`src/hw/rtl/rbs_pkg.sv`:
```
package rbs_pkg;

  localparam int COORD_WIDTH = 32;
  localparam int FRAC_BITS   = 16;
  localparam int EPS_WIDTH   = 16;
  localparam int NUM_AXES    = 3;

  // dividend is |num| << FRAC_BITS, one quotient bit per stage
  localparam int DIV_STAGES  = COORD_WIDTH + FRAC_BITS;
  localparam int DIVD_WIDTH  = COORD_WIDTH + FRAC_BITS;

  // config bus geometry
  localparam int CFG_DW      = (COORD_WIDTH > 32) ? 64 : 32;
  localparam int REG_SHIFT   = (COORD_WIDTH > 32) ? 3 : 2;
  localparam int REG_IDX_W   = 3;
  localparam int PADDR_W     = REG_SHIFT + REG_IDX_W;

  localparam logic [REG_IDX_W-1:0] REG_BOX_MIN_X = 3'd0;
  localparam logic [REG_IDX_W-1:0] REG_BOX_MIN_Y = 3'd1;
  localparam logic [REG_IDX_W-1:0] REG_BOX_MIN_Z = 3'd2;
  localparam logic [REG_IDX_W-1:0] REG_BOX_MAX_X = 3'd3;
  localparam logic [REG_IDX_W-1:0] REG_BOX_MAX_Y = 3'd4;
  localparam logic [REG_IDX_W-1:0] REG_BOX_MAX_Z = 3'd5;
  localparam logic [REG_IDX_W-1:0] REG_HIT_EPS   = 3'd6;

  localparam logic [EPS_WIDTH-1:0] EPS_RESET = EPS_WIDTH'(7);

  typedef logic signed [COORD_WIDTH-1:0] coord_t;
  typedef logic        [COORD_WIDTH-1:0] mag_t;

  localparam coord_t T_MAX = {1'b0, {(COORD_WIDTH-1){1'b1}}};
  localparam coord_t T_MIN = {1'b1, {(COORD_WIDTH-1){1'b0}}};

  typedef struct packed {
    coord_t origin_x;
    coord_t origin_y;
    coord_t origin_z;
    coord_t dir_x;
    coord_t dir_y;
    coord_t dir_z;
  } in_word_t;

  typedef struct packed {
    logic   hit_flag;
    coord_t t_enter_out;
    coord_t t_exit_out;
  } out_word_t;

  // one axis after slab set-up, ready for the dividers
  typedef struct packed {
    mag_t n_ent;
    mag_t n_ext;
    mag_t m;
    logic neg_ent;
    logic neg_ext;
    logic dzero;
    logic in_slab;
  } prep_axis_t;

  // control travelling beside the dividers
  typedef struct packed {
    logic                valid;
    logic [NUM_AXES-1:0] dzero;
    logic [NUM_AXES-1:0] in_slab;
  } side_t;

endpackage

```
`src/hw/rtl/rbs_prep.sv`:
```
module rbs_prep import rbs_pkg::*; (
  input  logic                      clk,
  input  logic                      rst_n,
  input  logic                      take_i,
  input  in_word_t                  word_i,
  input  coord_t [NUM_AXES-1:0]     box_min_i,
  input  coord_t [NUM_AXES-1:0]     box_max_i,
  output logic                      valid_o,
  output prep_axis_t [NUM_AXES-1:0] axis_o
);

  coord_t [NUM_AXES-1:0]     orig;
  coord_t [NUM_AXES-1:0]     dir;
  prep_axis_t [NUM_AXES-1:0] axis_nxt;
  prep_axis_t [NUM_AXES-1:0] axis_r;
  logic                      valid_r;

  assign orig[0] = word_i.origin_x;
  assign orig[1] = word_i.origin_y;
  assign orig[2] = word_i.origin_z;
  assign dir[0]  = word_i.dir_x;
  assign dir[1]  = word_i.dir_y;
  assign dir[2]  = word_i.dir_z;

  always_comb begin
    logic signed [COORD_WIDTH:0] dlo;
    logic signed [COORD_WIDTH:0] dhi;
    logic signed [COORD_WIDTH:0] ent;
    logic signed [COORD_WIDTH:0] ext;
    logic signed [COORD_WIDTH:0] ent_abs;
    logic signed [COORD_WIDTH:0] ext_abs;
    logic signed [COORD_WIDTH:0] d_abs;
    logic                        dneg;
    for (int a = 0; a < NUM_AXES; a++) begin
      // differences at one extra bit so they never wrap
      dlo  = {box_min_i[a][COORD_WIDTH-1], box_min_i[a]} - {orig[a][COORD_WIDTH-1], orig[a]};
      dhi  = {box_max_i[a][COORD_WIDTH-1], box_max_i[a]} - {orig[a][COORD_WIDTH-1], orig[a]};
      dneg = dir[a][COORD_WIDTH-1];
      ent  = dneg ? dhi : dlo;
      ext  = dneg ? dlo : dhi;
      ent_abs = ent[COORD_WIDTH] ? -ent : ent;
      ext_abs = ext[COORD_WIDTH] ? -ext : ext;
      d_abs   = dneg ? -{dir[a][COORD_WIDTH-1], dir[a]} : {dir[a][COORD_WIDTH-1], dir[a]};
      axis_nxt[a].n_ent   = ent_abs[COORD_WIDTH-1:0];
      axis_nxt[a].n_ext   = ext_abs[COORD_WIDTH-1:0];
      axis_nxt[a].m       = d_abs[COORD_WIDTH-1:0];
      axis_nxt[a].neg_ent = ent[COORD_WIDTH] ^ dneg;
      axis_nxt[a].neg_ext = ext[COORD_WIDTH] ^ dneg;
      axis_nxt[a].dzero   = (dir[a] == '0);
      axis_nxt[a].in_slab = (orig[a] >= box_min_i[a]) && (orig[a] <= box_max_i[a]);
    end
  end

  always_ff @(posedge clk) begin
    if (!rst_n) begin
      valid_r <= 1'b0;
    end else begin
      valid_r <= take_i;
    end
  end

  always_ff @(posedge clk) begin
    axis_r <= axis_nxt;
  end

  assign valid_o = valid_r;
  assign axis_o  = axis_r;

endmodule

```
`config.mk`:
```
export PLATFORM = sky130hd
export DESIGN_NAME = rbs_prep
export DESIGN_NICKNAME = d
export VERILOG_FILES = /design/src/hw/rtl/rbs_pkg.sv /design/src/hw/rtl/rbs_prep.sv
export SDC_FILE = /design/constraint.sdc
export NUM_CORES = 1
export LEC_CHECK = 0
export ABC_AREA = 1
export BUFFER_PORTS_ARGS = -buffer_cell sky130_fd_sc_hd__buf_2
export CORE_AREA = 2 2 267 269
export CTS_CLUSTER_DIAMETER = 100
export CTS_CLUSTER_SIZE = 12
export DETAILED_ROUTE_END_ITERATION = 7
export DIE_AREA = 0 0 269 271
export GPL_TIMING_DRIVEN = 0
export PLACE_DENSITY = 0.75
export SLEW_MARGIN = 5
export SYNTH_ARGS = -nofsm -noshare
export SYNTH_HDL_FRONTEND = slang
export SYNTH_SLANG_ARGS = --single-unit
```
`constraint.sdc`:
```
create_clock -name clk -period 6.2 [get_ports clk]
set_input_delay 0.93 -clock clk [delete_from_list [all_inputs] [get_ports clk]]
set_output_delay 0.93 -clock clk [all_outputs]
set_load 0.02 [all_outputs]
```
Word-level counts from Yosys, hierarchy flattened --
Cells that the tools add are included.
Word-level totals: flip-flop bits (word level) 301, output and inout port bits 301, word-level logic and storage cells 73
Operators by class: add/sub/neg operators 15, magnitude comparators 6, muxes and demuxes 15, bitwise gates (word level) 6, reduce and logical (&&, ||, !) cells 6
Operators with widths (count):
- $neg A32 Y32 | 9
- $mux W33 | 6
- $sub A32 B32 Y33 | 6
- $mux W32 | 6
- $ge A32 B32 Y1 | 3
- $le A32 B32 Y1 | 3
- $logic_not A32 Y1 | 3
- $mux W31 | 3
- $xor A1 B1 Y1 | 6
- $logic_and A1 B1 Y1 | 3

Longest topological paths before layout --
depth after elaboration 4, gate-level depth with buffers 24

Least setup slack after synthesis --
OpenSTA, ideal clock, no wires.
path type input port to flip-flop, from input box_max_i[64] in the netlist's numbering, to register axis_r, in the netlist axis_o[266], library setup time 0.109 ns, arrival 3.237 ns, required time 6.091 ns, path slack 2.854 ns, stages on the path 19, path through inv_1 > ha_1 > inv_1 > fa_1 > o21ai_0 > ha_1 > inv_1 > nor2_1 > nand3_1 > nor2_1 > nand2_1 > nor2_1 > nand3_1 > nor2_2 > nand2_2 > o21ai_4 > nand3_1 > nand2_1 > inv_1
RTL lines:
- from (decl) | line rbs_prep.sv:7 | input coord_t [NUM_AXES-1:0] box_max_i,
- to (signal assigned) | line rbs_prep.sv:63 | axis_r <= axis_nxt;
- to (decl) | line rbs_prep.sv:15 | prep_axis_t [NUM_AXES-1:0] axis_r;

==> results.json <==
{
  "status": "finished clean",
  "irDropWorstVdd_mv": 0.230,
  "drc_errors": 0,
  "drive_gt1_share_pct": 14.5,
  "grt_pass1_wl_mm": 205,
  "route.vias.total": 38982,
  "ys_types": 52,
  "row_count": 97,
  "grt_pass1_vias": 35269,
  "slowest_stage": "fa_1",
  "min_period_ns": 3.67,
  "slew_violations": 0,
  "required_ns": 6.71,
  "wl_mm": 140,
  "htree_levels": 1,
  "ys_ff_latch": 301,
  "clockRootBuffer": "clkbuf_16",
  "syn_to_final_growth_pct": 16.9,
  "period_share_pct": 59.2,
  "cts_setup_buffers": 0,
  "crit_start": "box_min_i[64]",
  "drv_cap": 0,
  "worst_slew_pin_slew_ns": 0.802,
  "synth_cells": 5749,
  "post_cts_resized": 0,
  "grt-ovfl-total": 0,
  "cts.sinks": 301,
  "critPathMaxStageDelay_ns": 0.47,
  "swShare_pct": 47.6,
  "slew_headroom_pct": 46.2,
  "hold_buffers": 0,
  "drt-vias-per-instance": 5.26,
  "path_cells": "buf_2 -> inv_1 -> ha_1 -> inv_1 -> fa_1 -> nand2_1 -> nand3_2 -> nand3_1 -> nand2_1 -> nand2_1 -> nand2_1 -> nand2_1 -> nand2_1 -> nand2_1 -> nand3_1 -> nand2_1 -> nand2_1 -> nor2_1 -> nand3_1 -> nand2_2 -> nand3_1 -> nand2_1 -> inv_1",
  "die_area_um2": 72900,
  "power_frac_seq_pct": 28.2,
  "netlist_area_um2": 32100,
  "synthesis.nets": 6349,
  "startpoint_type": "input pin",
  "setup-violations-final": 0,
  "wl_per_cell_um": 18.9,
  "critPathCaptureType": "flip-flop",
  "drtIter0Drc": 3767,
  "rsz0062_at_grt": "false",
  "final_hold_viol_count": 0,
  "dpl_cell_area_um2": 36700,
  "p_leak_uw": 0.0223,
  "grt_usage_pct": 36.8,
  "fin_total_pwr_uw": 8940,
  "synth_ff_type": "dfxtp_1",
  "power.switching_uw": 4250,
  "synth-async-reset-ratio_pct": 0,
  "initial_core_util_pct": 46.0,
  "hold_path_startpoint": "word_i[64]",
  "cts_tree": "done",
  "cts_buffers": 30,
  "yosys_warnings": 0,
  "comb_power_share_pct": 53.1,
  "grt_max_degree": 17,
  "cp.arrival_ns": 4.18,
  "worstPathMaxFanout": 5,
  "antenna_found_initial": 8,
  "syn_avg_cell_area_um2": 5.58,
  "n_fill_cell": 7544,
  "clkPwrFrac_pct": 18.7,
  "die_h_um": 271,
  "final_area_um2": 37500,
  "hpwlAfterDp_mm": 121,
  "place_congestion": 1.10,
  "port_buffers": 685,
  "nNetsFinal": 7066,
  "yosysSeqAreaShare_pct": 18.8,
  "worstSetupPathType": "in2reg",
  "ant_nets": 0,
  "drt-pass1-iter-count": 6,
  "whs_ns": 0.422,
  "tns_ns": 0,
  "fmax_ghz": 0.273,
  "die_w_um": 269,
  "clock_path_buffers": 3,
  "synth_edf_count": 0,
  "crit_path_frequent_cell": "nand2_1",
  "powerDensity_nw_per_um2": 238,
  "core-area_um2": 69800,
  "crit_family": "simple AND/OR/NAND/NOR gates",
  "cts.clk_slew.worst_paths_ns": 0.06,
  "internal_power_uw": 4680,
  "pin_count": 688,
  "hp-class": "in2reg",
  "crit_buf_inv": 4
}
==> final timing paths <==
kind	endpoint	slack (ns)	cells after the start
worst max-delay path	axis_o[263]$_DFF_P_	2.53	23
worst min-delay path	axis_o[4]$_DFF_P_	0.42	1
==> cell usage after synthesis (23+ instances only) <==
cell type	instances	share of area (%)
xnor2_1	63	1.7
a31oi_1	24	0.47
o21ai_0	94	1.5
nor3_1	61	0.95
nor2_1	502	5.9
ha_1	207	8.1
nand2_1	2008	23
nand3b_1	28	0.66
dfxtp_1	301	19
nand4_1	55	1.1
inv_1	1020	12
nor2_2	31	0.60
a21oi_1	155	2.4
buf_2	39	0.61
xor2_1	165	4.5
nand3_1	730	11
nand2_2	58	1.1
o21ai_1	23	0.36
==> metal layers <==
layer | track usage, % | wire [um] | up-vias
met3 | 4.97 | 12900 | 276
met1 | 49.7 | 59500 | 17628
li1 | - | - | 19310
met5 | 0 | 13 | -
met2 | 59.0 | 61200 | 1766
met4 | 14.0 | 6260 | 2
==> registers in the layout, indices dropped and copies added (netlist names) <==
register,flops
valid_o,1
axis_o,300
==> cells by family (layout without fill, tap and decap cells) <==
| logic type | count (synthesis) | in the layout | synth area share, % |
|---|---|---|---|
| AOI/OAI and AO/OA | 352 | 352 | 6.13 |
| xor gates and xnor gates | 228 | 228 | 6.23 |
| adders and majority gates | 213 | 213 | 8.45 |
| buffers and inverters | 1115 | 1835 | 13.5 |
| DFF | 301 | 301 | 18.8 |
| other | 0 | 7 | 0 |
| and+or+nand+nor | 3540 | 3540 | 46.9 |
==> power by group through the flow <==
stage / clock (uW) / sequential, uW / combinational (uW)
after global routing: 1760 / 2560 / 5140
after CTS: 1710 / 2520 / 4650
after global placement: 0 / 2550 / 4610
after floorplan: 0 / 3170 / 2390
final: 1670 / 2520 / 4750
after detailed placement: 0 / 2550 / 4630
==> metrics by stage <==
stage	util, %	cells	worst slack [ns]
2_1_floorplan	-	5749	2.85
3_3_place_gp	52.6	7374	2.04
3_5_place_dp	52.6	7374	2.07
4_1_cts	53.7	7409	2.72
5_1_grt	53.7	7413	2.41
6_report	53.7	7416	2.53
==> layout by cell type, fill, tap and decap left out, types with 13 or more instances in the layout <==
cell / netlist / routed
o21ai_1: 23 / 23
clkbuf_1: 15 / 15
a21oi_1: 155 / 155
nand3b_1: 28 / 28
inv_1: 1020 / 1020
nor2_2: 31 / 31
nand3_1: 730 / 730
nor3_1: 61 / 61
clkbuf_16: 0 / 30
o21ai_0: 94 / 94
xnor2_1: 63 / 63
a31oi_1: 24 / 24
buf_2: 39 / 724
o21bai_1: 13 / 13
nor2_1: 502 / 502
ha_1: 207 / 207
nand2_2: 58 / 58
dfxtp_1: 301 / 301
xor2_1: 165 / 165
nand4_1: 55 / 55
nand2_1: 2008 / 2008
nand3_2: 16 / 16
==> final cells by class <==
cell class                      count  area [um2]  area share (%)
Tap cell                          940        1180            3.14
Sequential cell                   301        6030            16.1
Buffer                             79         435            1.16
Antenna cell                        7        17.5          0.0467
Timing Repair Buffer              685        3430            9.14
Clock buffer                       30         751            2.00
Inverter                         1036        3900            10.4
Multi-Input combinational cell   4333       21700            57.9
Clock inverter                      5        60.1           0.160
No activity file was read; power rests on OpenSTA's default activity.
