`src/hw/rtl/rbs_pkg.sv`:
```
package rbs_pkg;

  localparam int COORD_WIDTH = 32;
  localparam int FRAC_BITS   = 16;
  localparam int EPS_WIDTH   = 16;
  localparam int NUM_AXES    = 3;

  // dividend is |num| << FRAC_BITS, one quotient bit per stage
  localparam int DIV_STAGES  = COORD_WIDTH + FRAC_BITS;
  localparam int DIVD_WIDTH  = COORD_WIDTH + FRAC_BITS;

  // config bus geometry
  localparam int CFG_DW      = (COORD_WIDTH > 32) ? 64 : 32;
  localparam int REG_SHIFT   = (COORD_WIDTH > 32) ? 3 : 2;
  localparam int REG_IDX_W   = 3;
  localparam int PADDR_W     = REG_SHIFT + REG_IDX_W;

  localparam logic [REG_IDX_W-1:0] REG_BOX_MIN_X = 3'd0;
  localparam logic [REG_IDX_W-1:0] REG_BOX_MIN_Y = 3'd1;
  localparam logic [REG_IDX_W-1:0] REG_BOX_MIN_Z = 3'd2;
  localparam logic [REG_IDX_W-1:0] REG_BOX_MAX_X = 3'd3;
  localparam logic [REG_IDX_W-1:0] REG_BOX_MAX_Y = 3'd4;
  localparam logic [REG_IDX_W-1:0] REG_BOX_MAX_Z = 3'd5;
  localparam logic [REG_IDX_W-1:0] REG_HIT_EPS   = 3'd6;

  localparam logic [EPS_WIDTH-1:0] EPS_RESET = EPS_WIDTH'(7);

  typedef logic signed [COORD_WIDTH-1:0] coord_t;
  typedef logic        [COORD_WIDTH-1:0] mag_t;

  localparam coord_t T_MAX = {1'b0, {(COORD_WIDTH-1){1'b1}}};
  localparam coord_t T_MIN = {1'b1, {(COORD_WIDTH-1){1'b0}}};

  typedef struct packed {
    coord_t origin_x;
    coord_t origin_y;
    coord_t origin_z;
    coord_t dir_x;
    coord_t dir_y;
    coord_t dir_z;
  } in_word_t;

  typedef struct packed {
    logic   hit_flag;
    coord_t t_enter_out;
    coord_t t_exit_out;
  } out_word_t;

  // one axis after slab set-up, ready for the dividers
  typedef struct packed {
    mag_t n_ent;
    mag_t n_ext;
    mag_t m;
    logic neg_ent;
    logic neg_ext;
    logic dzero;
    logic in_slab;
  } prep_axis_t;

  // control travelling beside the dividers
  typedef struct packed {
    logic                valid;
    logic [NUM_AXES-1:0] dzero;
    logic [NUM_AXES-1:0] in_slab;
  } side_t;

endpackage

```
`src/hw/rtl/rbs_reduce.sv`:
```
module rbs_reduce import rbs_pkg::*; (
  input  logic                  clk,
  input  logic                  rst_n,
  input  side_t                 side_i,
  input  coord_t [NUM_AXES-1:0] ent_i,
  input  coord_t [NUM_AXES-1:0] ext_i,
  input  logic [EPS_WIDTH-1:0]  eps_i,
  output logic                  strobe_o,
  output out_word_t             word_o
);

  coord_t [NUM_AXES-1:0] ta_nxt;
  coord_t [NUM_AXES-1:0] tb_nxt;
  coord_t [NUM_AXES-1:0] ta_r;
  coord_t [NUM_AXES-1:0] tb_r;
  logic                  miss_r;
  logic                  valid_r;
  logic                  strobe_r;
  out_word_t             word_r;
  out_word_t             word_nxt;

  // flat axes give an unbounded slab
  always_comb begin
    for (int a = 0; a < NUM_AXES; a++) begin
      ta_nxt[a] = side_i.dzero[a] ? T_MIN : ent_i[a];
      tb_nxt[a] = side_i.dzero[a] ? T_MAX : ext_i[a];
    end
  end

  always_ff @(posedge clk) begin
    if (!rst_n) begin
      valid_r  <= 1'b0;
      strobe_r <= 1'b0;
    end else begin
      valid_r  <= side_i.valid;
      strobe_r <= valid_r;
    end
  end

  always_ff @(posedge clk) begin
    ta_r   <= ta_nxt;
    tb_r   <= tb_nxt;
    miss_r <= |(side_i.dzero & ~side_i.in_slab);
    word_r <= word_nxt;
  end

  always_comb begin
    coord_t                      t0;
    coord_t                      t1;
    logic signed [COORD_WIDTH:0] t1_w;
    logic signed [COORD_WIDTH:0] eps_w;
    logic                        hit;
    t0 = ta_r[0];
    t1 = tb_r[0];
    for (int a = 1; a < NUM_AXES; a++) begin
      if (ta_r[a] > t0) begin
        t0 = ta_r[a];
      end
      if (tb_r[a] < t1) begin
        t1 = tb_r[a];
      end
    end
    t1_w  = {t1[COORD_WIDTH-1], t1};
    eps_w = {{(COORD_WIDTH+1-EPS_WIDTH){1'b0}}, eps_i};
    hit   = !miss_r && (t0 < t1) && (t1_w > eps_w);
    word_nxt.hit_flag    = hit;
    word_nxt.t_enter_out = hit ? t0 : '0;
    word_nxt.t_exit_out  = hit ? t1 : '0;
  end

  assign strobe_o = strobe_r;
  assign word_o   = word_r;

endmodule

```
`config.mk`:
```
export PLATFORM = sky130hd
export DESIGN_NAME = rbs_reduce
export DESIGN_NICKNAME = d
export VERILOG_FILES = /design/src/hw/rtl/rbs_pkg.sv /design/src/hw/rtl/rbs_reduce.sv
export SDC_FILE = /design/constraint.sdc
export NUM_CORES = 1
export LEC_CHECK = 0
export BUFFER_PORTS_ARGS = -buffer_cell sky130_fd_sc_hd__buf_2
export CAP_MARGIN = 10
export CORE_ASPECT_RATIO = 1.25
export CORE_MARGIN = 1.5
export CORE_UTILIZATION = 30
export CTS_BUF_LIST = sky130_fd_sc_hd__clkbuf_4 sky130_fd_sc_hd__clkbuf_8 sky130_fd_sc_hd__clkbuf_16
export CTS_CLUSTER_DIAMETER = 150
export DETAILED_ROUTE_END_ITERATION = 8
export PLACE_DENSITY = 0.46
export SKIP_CTS_REPAIR_TIMING = 1
export SLEW_MARGIN = 0
export SYNTH_ARGS = -nofsm -noshare
export SYNTH_HDL_FRONTEND = slang
export SYNTH_SLANG_ARGS = --single-unit
export TNS_END_PERCENT = 50
```
`constraint.sdc`:
```
create_clock -name clk -period 10.25 [get_ports clk]
set_clock_uncertainty 0.1 [all_clocks]
set_input_delay 0.5125 -clock clk [delete_from_list [all_inputs] [get_ports clk]]
set_output_delay 0.5125 -clock clk [all_outputs]
set_load 0.01 [all_outputs]
```
* After elaboration in Yosys (flattened, before gate mapping) *
Cells that the tools add are included.

storage, ports and cells
  register bits after elaboration = 260
  output and inout bits = 66
  input port bits = 217
  logic and storage cells = 28

cells by class
  order comparisons = 6
  muxes and demuxes = 4
  bitwise gates (word level) = 2
  reduce and logical (&&, ||, !) cells = 4

operators by type and width
  kind                                      number
  two-way mux 32 bit                        4
  < comparator 32 bit                       3
  greater-than comparator 32 bit            2
  greater-than comparator 32 x 17 -> 1 bit  1
  bitwise AND 3 bit                         1
  NOT 3 bit                                 1
  OR reduction 3 bit                        1
  logical AND 1 bit                         2
  zero test 1 bit                           1

* Depth between registers and ports, before layout *
Gate-level depths: netlist of the first run.

  depth in word-level cells = 7
  mapped depth = 41
  depth with buffers taken out = 33

* Worst setup path after synthesis of the first run *
Ideal clock, no wire load.

  path kind = register -> register
  start = reg tb_r[13] (netlist name)
  end = reg word_r, in the netlist word_o[10]
  cell stages (with the launch flop) = 40
  path slack = 2.083 ns
  data arrival time = 7.996 ns
  setup time = 0.072 ns
  data required time = 10.078 ns
  path buffers = 8
  clock period less this slack = 8.167 ns
  cell sequence = dfxtp_1 inv_1 ha_1 a21o_1 a21o_1 a2111oi_2 a31oi_1 a311oi_4 buf_2 buf_2 clkbuf_1 nand2_1 o21ai_0 inv_1 ha_1 or2_2 a21oi_1 a21oi_1 [4 not listed] clkbuf_1 clkbuf_1 buf_2 a21oi_1 inv_1 ha_1 a21o_1 a21o_1 a21oi_1 a2111oi_0 a21oi_1 o21ai_0 or3_1 or3_1 o31ai_1 buf_4 buf_6 mux2i_1

on the way
  word-level cells in the longest chain between the ends = 7
  elaborated cells on any way between the ends = 8
  classes of those cells = 4 x order compare; 2 x mux; 2 x reduce/logical

RTL lines
  item                             RTL line          text
  from (decl)                      rbs_reduce.sv:15  coord_t [NUM_AXES-1:0] tb_r;
  from (signal assigned)           rbs_reduce.sv:42  tb_r <= tb_nxt;
  < comparator 32 bit              rbs_reduce.sv:59  if (tb_r[a] < t1) begin
  two-way mux 32 bit *             rbs_reduce.sv:59
  < comparator 32 bit              rbs_reduce.sv:59
  two-way mux 32 bit *             rbs_reduce.sv:59
  < comparator 32 bit              rbs_reduce.sv:65  hit = !miss_r && (t0 < t1) && (t1_w > eps_w);
  logical AND 1 bit (2 in series)  rbs_reduce.sv:65
  to (signal assigned)             rbs_reduce.sv:44  word_r <= word_nxt;
  to (decl)                        rbs_reduce.sv:19  out_word_t word_r;

Mark *: on every way between the ends. The rest lies on a longest branch, timed or not.
A chain may end at the register's enable or synchronous reset.

* Worst setup path after layout of the first run *
  start = reg tb_r[27] (netlist name)
  end = reg word_r, in the netlist word_o[63]

on the way
  word-level cells in the longest chain between the ends = 7
  elaborated cells on any way between the ends = 8
  classes of those cells = 4 x order compare; 2 x mux; 2 x reduce/logical

RTL lines
  item                  RTL line
  < comparator 32 bit   rbs_reduce.sv:59
  two-way mux 32 bit *  rbs_reduce.sv:59
  < comparator 32 bit   rbs_reduce.sv:59
  two-way mux 32 bit *  rbs_reduce.sv:59
  < comparator 32 bit   rbs_reduce.sv:65
  logical AND 1 bit     rbs_reduce.sv:65
  logical AND 1 bit *   rbs_reduce.sv:65

Marked as above.

==> results by group, run 1 <==
Cells and area
  – Post-route cell area: 0.01727 sq mm
  – Nets@finish: 2,209
  – Post-layout util: 0.3717
  – Layout Cells excl Fill: 2,474
  – Layout cells sized above 1: 0.2518
  – Layout area overhead: 21.57%

Synthesis
  – Synth Flop Type: dfxtp_1
  – Syn nets: 1,952
  – Synth top area cells: dfxtp_1, ha_1, mux2i_1
  – Register bit total from synthesis: 260
  – Top-area cell type share of the netlist area: 0.3664
  – Ys async rst share: 0
  – Synth Instances: 1,563
  – Synth unique cells: 56
  – Area leader, netlist: dfxtp_1
  – Syn. warnings: 0
  – Synth Area per Inst: 9.089 sq um
  – Mapped cell area: 0.01421 sq mm
  – Sequential area share after synthesis: 0.3664
  – Number of synthesized flops with an enable pin: 0

Global routing
  – Initial antenna violation count: 2
  – Vias in the first global route: 12,030
  – Total gr overflow: 0
  – First-pass GRT wire length: 66,670 microns
  – GRT Resource Usage Total: 0.1778
  – Largest net degree at the start of global routing: 81

Power and ir drop
  – Pleak: 0.008485 uW
  – VDD IR-drop max: 143.1 uV
  – Seq pwr share: 0.338
  – P_int: 2254 uW
  – Clock share of power: 0.319
  – Sw frac: 0.3521
  – Comb power frac: 0.342
  – Psw: 1225 uW
  – Pwr per Cell Area: 201.4 mW/mm^2

Clocking
  – Clk Latency, worst-skew pair: 570 ps
  – # clock sinks: 260
  – CTS buffer count: 30
  – CTS clk-pin slew, worst paths: 60 ps
  – Clock Tree Buf Depth: 3
  – H-tree depth: 1
  – CTS tree: yes
  – CTS Root Cell: clkbuf_16

STA
  – Slew @ Worst Pin: 832.5 ps
  – Final max-slew violation count: 0
  – RSZ-0062 raised after global routing: false
  – PnR worst setup slack: 1301 ps
  – Setup_tns: 0 ps
  – F_max: 0.1117 GHz
  – Final Setup Violations: 0
  – Final min period: 8949 ps
  – Hold Vio Cnt, Final: 0
  – Period utilisation layout: 0.8731
  – Worst slew margin: 0.4450

Place
  – DP Worst Slack: 1200 ps
  – Detail Placement HPWL: 34,300 microns
  – RePlAce Congestion: 0.8797
  – Inst Count DP: 2,416
  – Port Buffer Count: 282
  – Placed Area: 0.01622 sq mm

Drt
  – Antenna viol nets, final: 0
  – First-pass iteration count of the detailed router: 5
  – DR vias/cell: 4.700
  – Drt total wl: 43,540 microns
  – Via count: 11,630
  – DRC Markers: 0
  – Iter 0 DRT Violations: 362
  – Wire length per cell: 17.60 microns

Floorplanning
  – Horiz. Die Dim: 197.6 microns
  – I/O Pins: 283
  – Initial Util: 0.3057
  – Die Y: 246.3 microns
  – Core Area: 0.04646 sq mm
  – Num rows: 88
  – Die area: 0.04868 sq mm

Hold path
  – Worst hold path class: in -> reg

Worst setup path
  – CP max FO: 27
  – Slowest stage cell, crit path: a2111oi_0
  – Required time worst endpoint: 10,650 ps
  – Most common cell on crit path: a21oi_1
  – Endpoint class of the critical path: flop
  – Buf/Inv on CP: 6
  – Top delay family on crit path: compound AO/OA/AOI/OAI gates
  – Setup CP Type: reg -> reg
  – Startpoint types: flop
  – CP peak stage delay: 750 ps
  – CP arrival: 9350 ps

Job
  – Max Cap Violations: 0

Status
  – Status: complete, no violations
[cell usage after synthesis (2+ instances only)]
cell type and instances:
a2bb2oi_1 2, and3_1 3, ha_1 172, and4_1 2
a21oi_1 71, mux2i_1 144, nor2_1 32, nand4_1 38
buf_4 12, mux2_2 2, or3b_1 16, a221o_1 2
a211o_1 2, or2_2 99, clkbuf_1 48, nor3_1 23
o21a_1 3, nand2b_1 7, a22oi_1 3, a31oi_1 3
nand3b_1 16, nor2b_1 106, o221ai_1 3, o211ai_1 6
a21o_1 32, nand2_1 45, or4_1 3, a211oi_1 10
buf_2 9, o21ai_0 79, nand3_1 103, o21bai_1 2
nor4_1 14, a21boi_0 2, buf_6 7, a311o_1 2
and2_1 4, inv_1 153, a2111oi_0 3, or3_1 5
dfxtp_1 260
[layer usage]
layer / vias up / track usage / wire length, microns
li1: 5942 / - / -
met1: 5359 / 0.2238 / 19420
met2: 267 / 0.3165 / 21160
met3: 59 / 0.02053 / 1827
met4: 0 / 0.05186 / 1134
met5: - / 0 / 0
[cells in the final DEF (no fill, tap or decap), drive strengths merged, types with 4 or more instances in the layout]
cell	instances
nand3b	16
bufinv	4
nand3	103
a211oi	10
a21o	32
nand2b	7
or3	5
clkbuf	36
o211ai	6
o21ai	80
and2	4
or3b	16
a2111oi	4
a21oi	71
dfxtp	260
or2	100
nor3	23
nor2	32
ha	172
buf	300
nor2b	106
clkinv	10
nand4	38
clkinvlp	5
nand2	45
mux2i	144
inv	153
nor4	14
[layout make-up]
cell class | count | area (sq um)
diodes | 1 | 2.502
clock buffers | 36 | 819.5
clock inverters | 19 | 207.7
fillers | 4801 | 29190
inverters | 153 | 574.3
multi-input cells | 1073 | 8069
flip-flops and latches | 260 | 5205
well taps | 630 | 788.3
repair buffers | 302 | 1604
[final timing paths]
path,from,to,slack (ps),depth (start not counted)
worst min-delay path,ext_i[4],tb_r[4],20,2
worst min register to register,valid_r,strobe_o,330,1
worst max register to register,tb_r[27],word_o[63],1300,35
worst max-delay path,tb_r[27],word_o[63],1300,35
[logic make-up (layout without fill, tap and decap cells)]
kind of cell / count (synthesis) / in the layout / share of synthesized area
AO/OA/AOI/OAI: 235 / 235 / 0.1013
adder cells (fa/ha/maj): 172 / 172 / 0.1515
buffers and inverters: 230 / 510 / 0.06843
flip-flops: 260 / 260 / 0.3664
multiplexers: 146 / 146 / 0.1030
other: 1 / 2 / 0.0002640
AND/OR/NAND/NOR: 519 / 519 / 0.2091
[per-stage QoR]
step                total power [uW]  hold WS [ps]
global route                    3700         4.272
floorplan                       2018         311.8
finish                          3479         19.51
CTS                             3542        -14.52
detailed placement              2409         324.1
global placement                2395         316.3
[state kept, by name, indices dropped and copies added (netlist names)]
name      count
ta_r         96
tb_r         96
word_o       65
miss_r        1
strobe_o      1
valid_r       1
[power groups by stage]
stage               clock, uW  sequential, uW  combinational (uW)
floorplan                   0            1200                 821
global placement            0            1200                1190
detailed placement          0            1200                1210
CTS                      1150            1180                1210
global route             1190            1190                1330
finish                   1110            1180                1190
Power figures use the tool's default switching activity.
==> run 2, diff against run 1 <==
Settings changed: RECOVER_POWER from default to 50.
==> results by group, run 2 (synthesis results as in run 1) <==
Status
  – Status: complete, but fails checks
  – Failing checks: max-capacitance violations, max-slew violations

Floorplanning
  – Die area: 0.04868 sq mm
  – I/O Pins: 283
  – Die Y: 246.3 microns
  – Initial Util: 0.3057
  – Core Area: 0.04646 sq mm
  – Num rows: 88
  – Horiz. Die Dim: 197.6 microns

Drt
  – DR vias/cell: 4.695
  – Wire length per cell: 17.60 microns
  – Iter 0 DRT Violations: 349
  – Antenna viol nets, final: 0
  – Via count: 11,620
  – DRC Markers: 0
  – Drt total wl: 43,570 microns
  – First-pass iteration count of the detailed router: 5

Cells and area
  – Commonest non-fill, non-tap cell in the layout: buf_2
  – Nets@finish: 2,209
  – Layout area overhead: 21.51%
  – Layout cells sized above 1: 0.2501
  – Filler Cell Count: 4,808
  – Most frequent cells in the layout: buf_2, dfxtp_1, ha_1

STA
  – Worst slew margin: -0.9880
  – RSZ-0062 raised after global routing: false
  – Period utilisation layout: 0.8748
  – Final Setup Violations: 0
  – Hold Vio Cnt, Final: 0
  – Setup_tns: 0 ps
  – Final min period: 8967 ps
  – F_max: 0.1115 GHz
  – Slew @ Worst Pin: 2982 ps
  – Final max-slew violation count: 199

Worst setup path
  – Required time worst endpoint: 10,640 ps
  – Startpoint types: flop
  – Reg2reg end: word_o[63]
  – CP max FO: 27
  – Slowest stage cell, crit path: a2111oi_0
  – Most common cell on crit path: a21oi_1
  – Endpoint class of the critical path: flop
  – Flop2flop setup slack: 1280 ps
  – Setup CP Type: reg -> reg
  – CP startpoint: tb_r[27]
  – CP arrival: 9360 ps
  – Worst r2r src: tb_r[27]
  – CP peak stage delay: 750 ps
  – Reg2reg path depth: 35

Global routing
  – Initial antenna violation count: 2
  – Largest net degree at the start of global routing: 81
  – Vias in the first global route: 12,030
  – First-pass GRT wire length: 66,670 microns
  – Total gr overflow: 0
  – GRT Resource Usage Total: 0.1778

Power and ir drop
  – P_int: 2256 uW
  – Pwr per Cell Area: 201.6 mW/mm^2
  – Sw frac: 0.3517
  – Comb power frac: 0.343
  – Clock share of power: 0.319
  – Psw: 1224 uW
  – VDD IR-drop max: 142.6 uV
  – Pwr Total: 3480 uW
  – Seq pwr share: 0.338
  – Pleak: 0.008474 uW

Hold path
  – Worst Hold End: tb_r[4]
  – Hold Path Depth: 2
  – Worst hold path class: in -> reg
  – Min-delay src: ext_i[4]

Clocking
  – CTS clk-pin slew, worst paths: 60 ps
  – CTS buffer count: 30
  – # clock sinks: 260
  – Clk Latency, worst-skew pair: 570 ps
  – CTS Root Cell: clkbuf_16
  – Clock Tree Buf Depth: 3
  – H-tree depth: 1
  – CTS tree: yes

Place
  – Detail Placement HPWL: 34,300 microns
  – Port Buffer Count: 282
  – RePlAce Congestion: 0.8797

Job
  – Max Cap Violations: 3
run 2: cell type report:
class                      instances  area [sq um]  area share
multi-input combinational       1073          8069      0.4675
timing repair buffer             302          1593     0.09227
sequential                       260          5205      0.3015
clock inverter                    19         207.7     0.01203
antenna                            2         5.005   0.0002899
tap                              630         788.3     0.04567
clock buffer                      36         819.5     0.04748
inverter                         153         574.3     0.03327
run 2: worst max path at each step:
stage | end | slack, ps
floorplan | word_o[10] | 2080
global placement | word_o[23] | 1310
detailed placement | word_o[33] | 1200
CTS | word_o[33] | 1130
global route | word_o[9] | 700
finish | word_o[63] | 1280
run 2: through the flow:
stage / std cells / util / instance area, sq um / hold slack [ps] / setup slack [ps]
floorplan: 1563 / - / 14210 / 311.8 / 2083
detailed placement: 2416 / 0.3491 / 16220 / 324.1 / 1200
finish: 2475 / 0.3715 / 17260 / 21.31 / 1283
global route: 2473 / 0.3714 / 17260 / 4.272 / 699.8
global placement: 2416 / 0.3491 / 16220 / 316.3 / 1311
CTS: 2471 / 0.3712 / 17250 / -14.52 / 1132
run 2: critical path: cells and delay by family, from the launching register on:
kind	cells	cell delay, ps
flip-flops	1	350
adder cells (fa/ha/maj)	3	930
buffers and inverters	6	1360
AO/OA/AOI/OAI	16	3670
AND/OR/NAND/NOR	9	2160
multiplexers	1	250
run 2: metal layers:
layer  share of wire  GRT usage  up-vias
li1                -          -     5940
met1            0.45     0.2238     5346
met5               0          0        -
met3           0.042    0.02053       59
met2            0.48     0.3165      276
met4           0.026    0.05186        0
run 2: power groups by stage:
stage / registers [uW] / logic [uW] / clock network (uW)
floorplan: 1200 / 821 / 0
global placement: 1200 / 1190 / 0
detailed placement: 1200 / 1210 / 0
CTS: 1180 / 1210 / 1150
global route: 1190 / 1330 / 1190
finish: 1180 / 1190 / 1110
==> run 3, diff against run 2 <==
Settings changed: CORE_UTILIZATION 30 to 56, PLACE_DENSITY 0.46 to 0.78.
==> results by group, run 3 (synthesis results as in run 1) <==
Clocking
  – Clock Tree Buf Depth: 3
  – H-tree depth: 1
  – Clk Latency, worst-skew pair: 540 ps
  – CTS clk-pin slew, worst paths: 60 ps
  – # clock sinks: 260
  – CTS buffer count: 27
  – CTS tree: yes
  – CTS Root Cell: clkbuf_16

STA
  – Hold Slack: 51.63 ps
  – Final max-slew violation count: 166
  – RSZ-0062 raised after global routing: false
  – Period utilisation layout: 0.8831
  – F_max: 0.1105 GHz
  – Hold Vio Cnt, Final: 0
  – Final Setup Violations: 0
  – Setup_tns: 0 ps
  – Slew @ Worst Pin: 2752 ps
  – Worst slew margin: -0.8348
  – Final min period: 9052 ps

Drt
  – Iter 0 DRT Violations: 473
  – Via count: 11,880
  – DR vias/cell: 5.476
  – Drt total wl: 36,560 microns
  – First-pass iteration count of the detailed router: 6
  – DRC Markers: 0
  – Wire length per cell: 16.85 microns
  – Antenna viol nets, final: 0

Power and ir drop
  – Pwr per Cell Area: 200.3 mW/mm^2
  – Pleak: 0.008422 uW
  – VDD IR-drop max: 159.7 uV

Worst setup path
  – CP peak stage delay: 620 ps
  – Endpoint class of the critical path: flop
  – Setup CP Type: reg -> reg
  – Top delay family on crit path: compound AO/OA/AOI/OAI gates
  – Startpoint types: flop
  – Slowest stage cell, crit path: buf_4
  – Buf/Inv on CP: 4
  – CP arrival: 9410 ps
  – CP max FO: 44
  – Required time worst endpoint: 10,610 ps

Place
  – Detail Placement HPWL: 28,000 microns
  – RePlAce Congestion: 0.9603
  – Port Buffer Count: 282
  – Inst Count DP: 2,120
  – Placed Area: 0.01582 sq mm

Cells and area
  – Post-route cell area: 0.01676 sq mm
  – Layout Cells excl Fill: 2,170
  – Filler Cell Count: 2,086
  – Most frequent cells in the layout: buf_2, dfxtp_1, ha_1
  – Commonest non-fill, non-tap cell in the layout: buf_2
  – Nets@finish: 2,204
  – ANT cells: 0
  – Layout cells sized above 1: 0.2469
  – Layout area overhead: 17.98%

Floorplanning
  – Horiz. Die Dim: 145.5 microns
  – Die area: 0.02634 sq mm
  – Num rows: 65
  – I/O Pins: 283
  – Die Y: 181.1 microns
  – Initial Util: 0.5671
  – Core Area: 0.02505 sq mm

Global routing
  – GRT Resource Usage Total: 0.2709
  – Largest net degree at the start of global routing: 81
  – First-pass GRT wire length: 57,410 microns
  – Total gr overflow: 0
  – Initial antenna violation count: 0
  – Vias in the first global route: 11,870

Hold path
  – Worst hold path class: in -> reg

Job
  – Max Cap Violations: 4

Status
  – Status: complete, but fails checks
  – Failing checks: max-capacitance violations, max-slew violations
run 3: worst paths after layout:
kind	start	end	slack, ps	cells past startpoint
setup / recovery	ta_r[31]	word_o[13]	1200	32
hold / removal	ext_i[67]	tb_r[67]	50	2
setup reg to reg	ta_r[31]	word_o[13]	1200	32
hold reg to reg	valid_r	strobe_o	330	1
run 3: where the power goes:
group	internal (uW)	leakage, uW	switching (uW)	total [uW]
Clock	630	0.000471	406	1040
Sequential	1110	0.00216	57.5	1170
Combinational	467	0.00579	684	1150
run 3: stage by stage:
step           worst slack, ps  total power, uW    util
2_1_floorplan             2083             2018       -
3_3_place_gp              1548             2306  0.6314
3_5_place_dp              1303             2335  0.6314
4_1_cts                   1198             3371  0.6693
5_1_grt                  550.5             3544  0.6691
6_report                  1198             3357  0.6691
run 3: final cells by class:
| class | instances | area [sq um] | share of cell area |
|---|---|---|---|
| Clock buffer | 36 | 774.5 | 0.04621 |
| Clock inverter | 13 | 173.9 | 0.01038 |
| Inverter | 153 | 574.3 | 0.03427 |
| Multi-Input combinational cell | 1073 | 8066 | 0.4813 |
| Sequential cell | 260 | 5205 | 0.3106 |
| Tap cell | 335 | 419.2 | 0.02501 |
| Timing Repair Buffer | 300 | 1546 | 0.09227 |
run 3: routing by layer:
| layer | vias up | routed length (microns) | global-route usage |
|---|---|---|---|
| met5 | - | 0 | 0 |
| met4 | 0 | 1870 | 0.1384 |
| met3 | 105 | 2095 | 0.03763 |
| met2 | 410 | 17700 | 0.4832 |
| met1 | 5447 | 14900 | 0.3153 |
| li1 | 5920 | - | - |
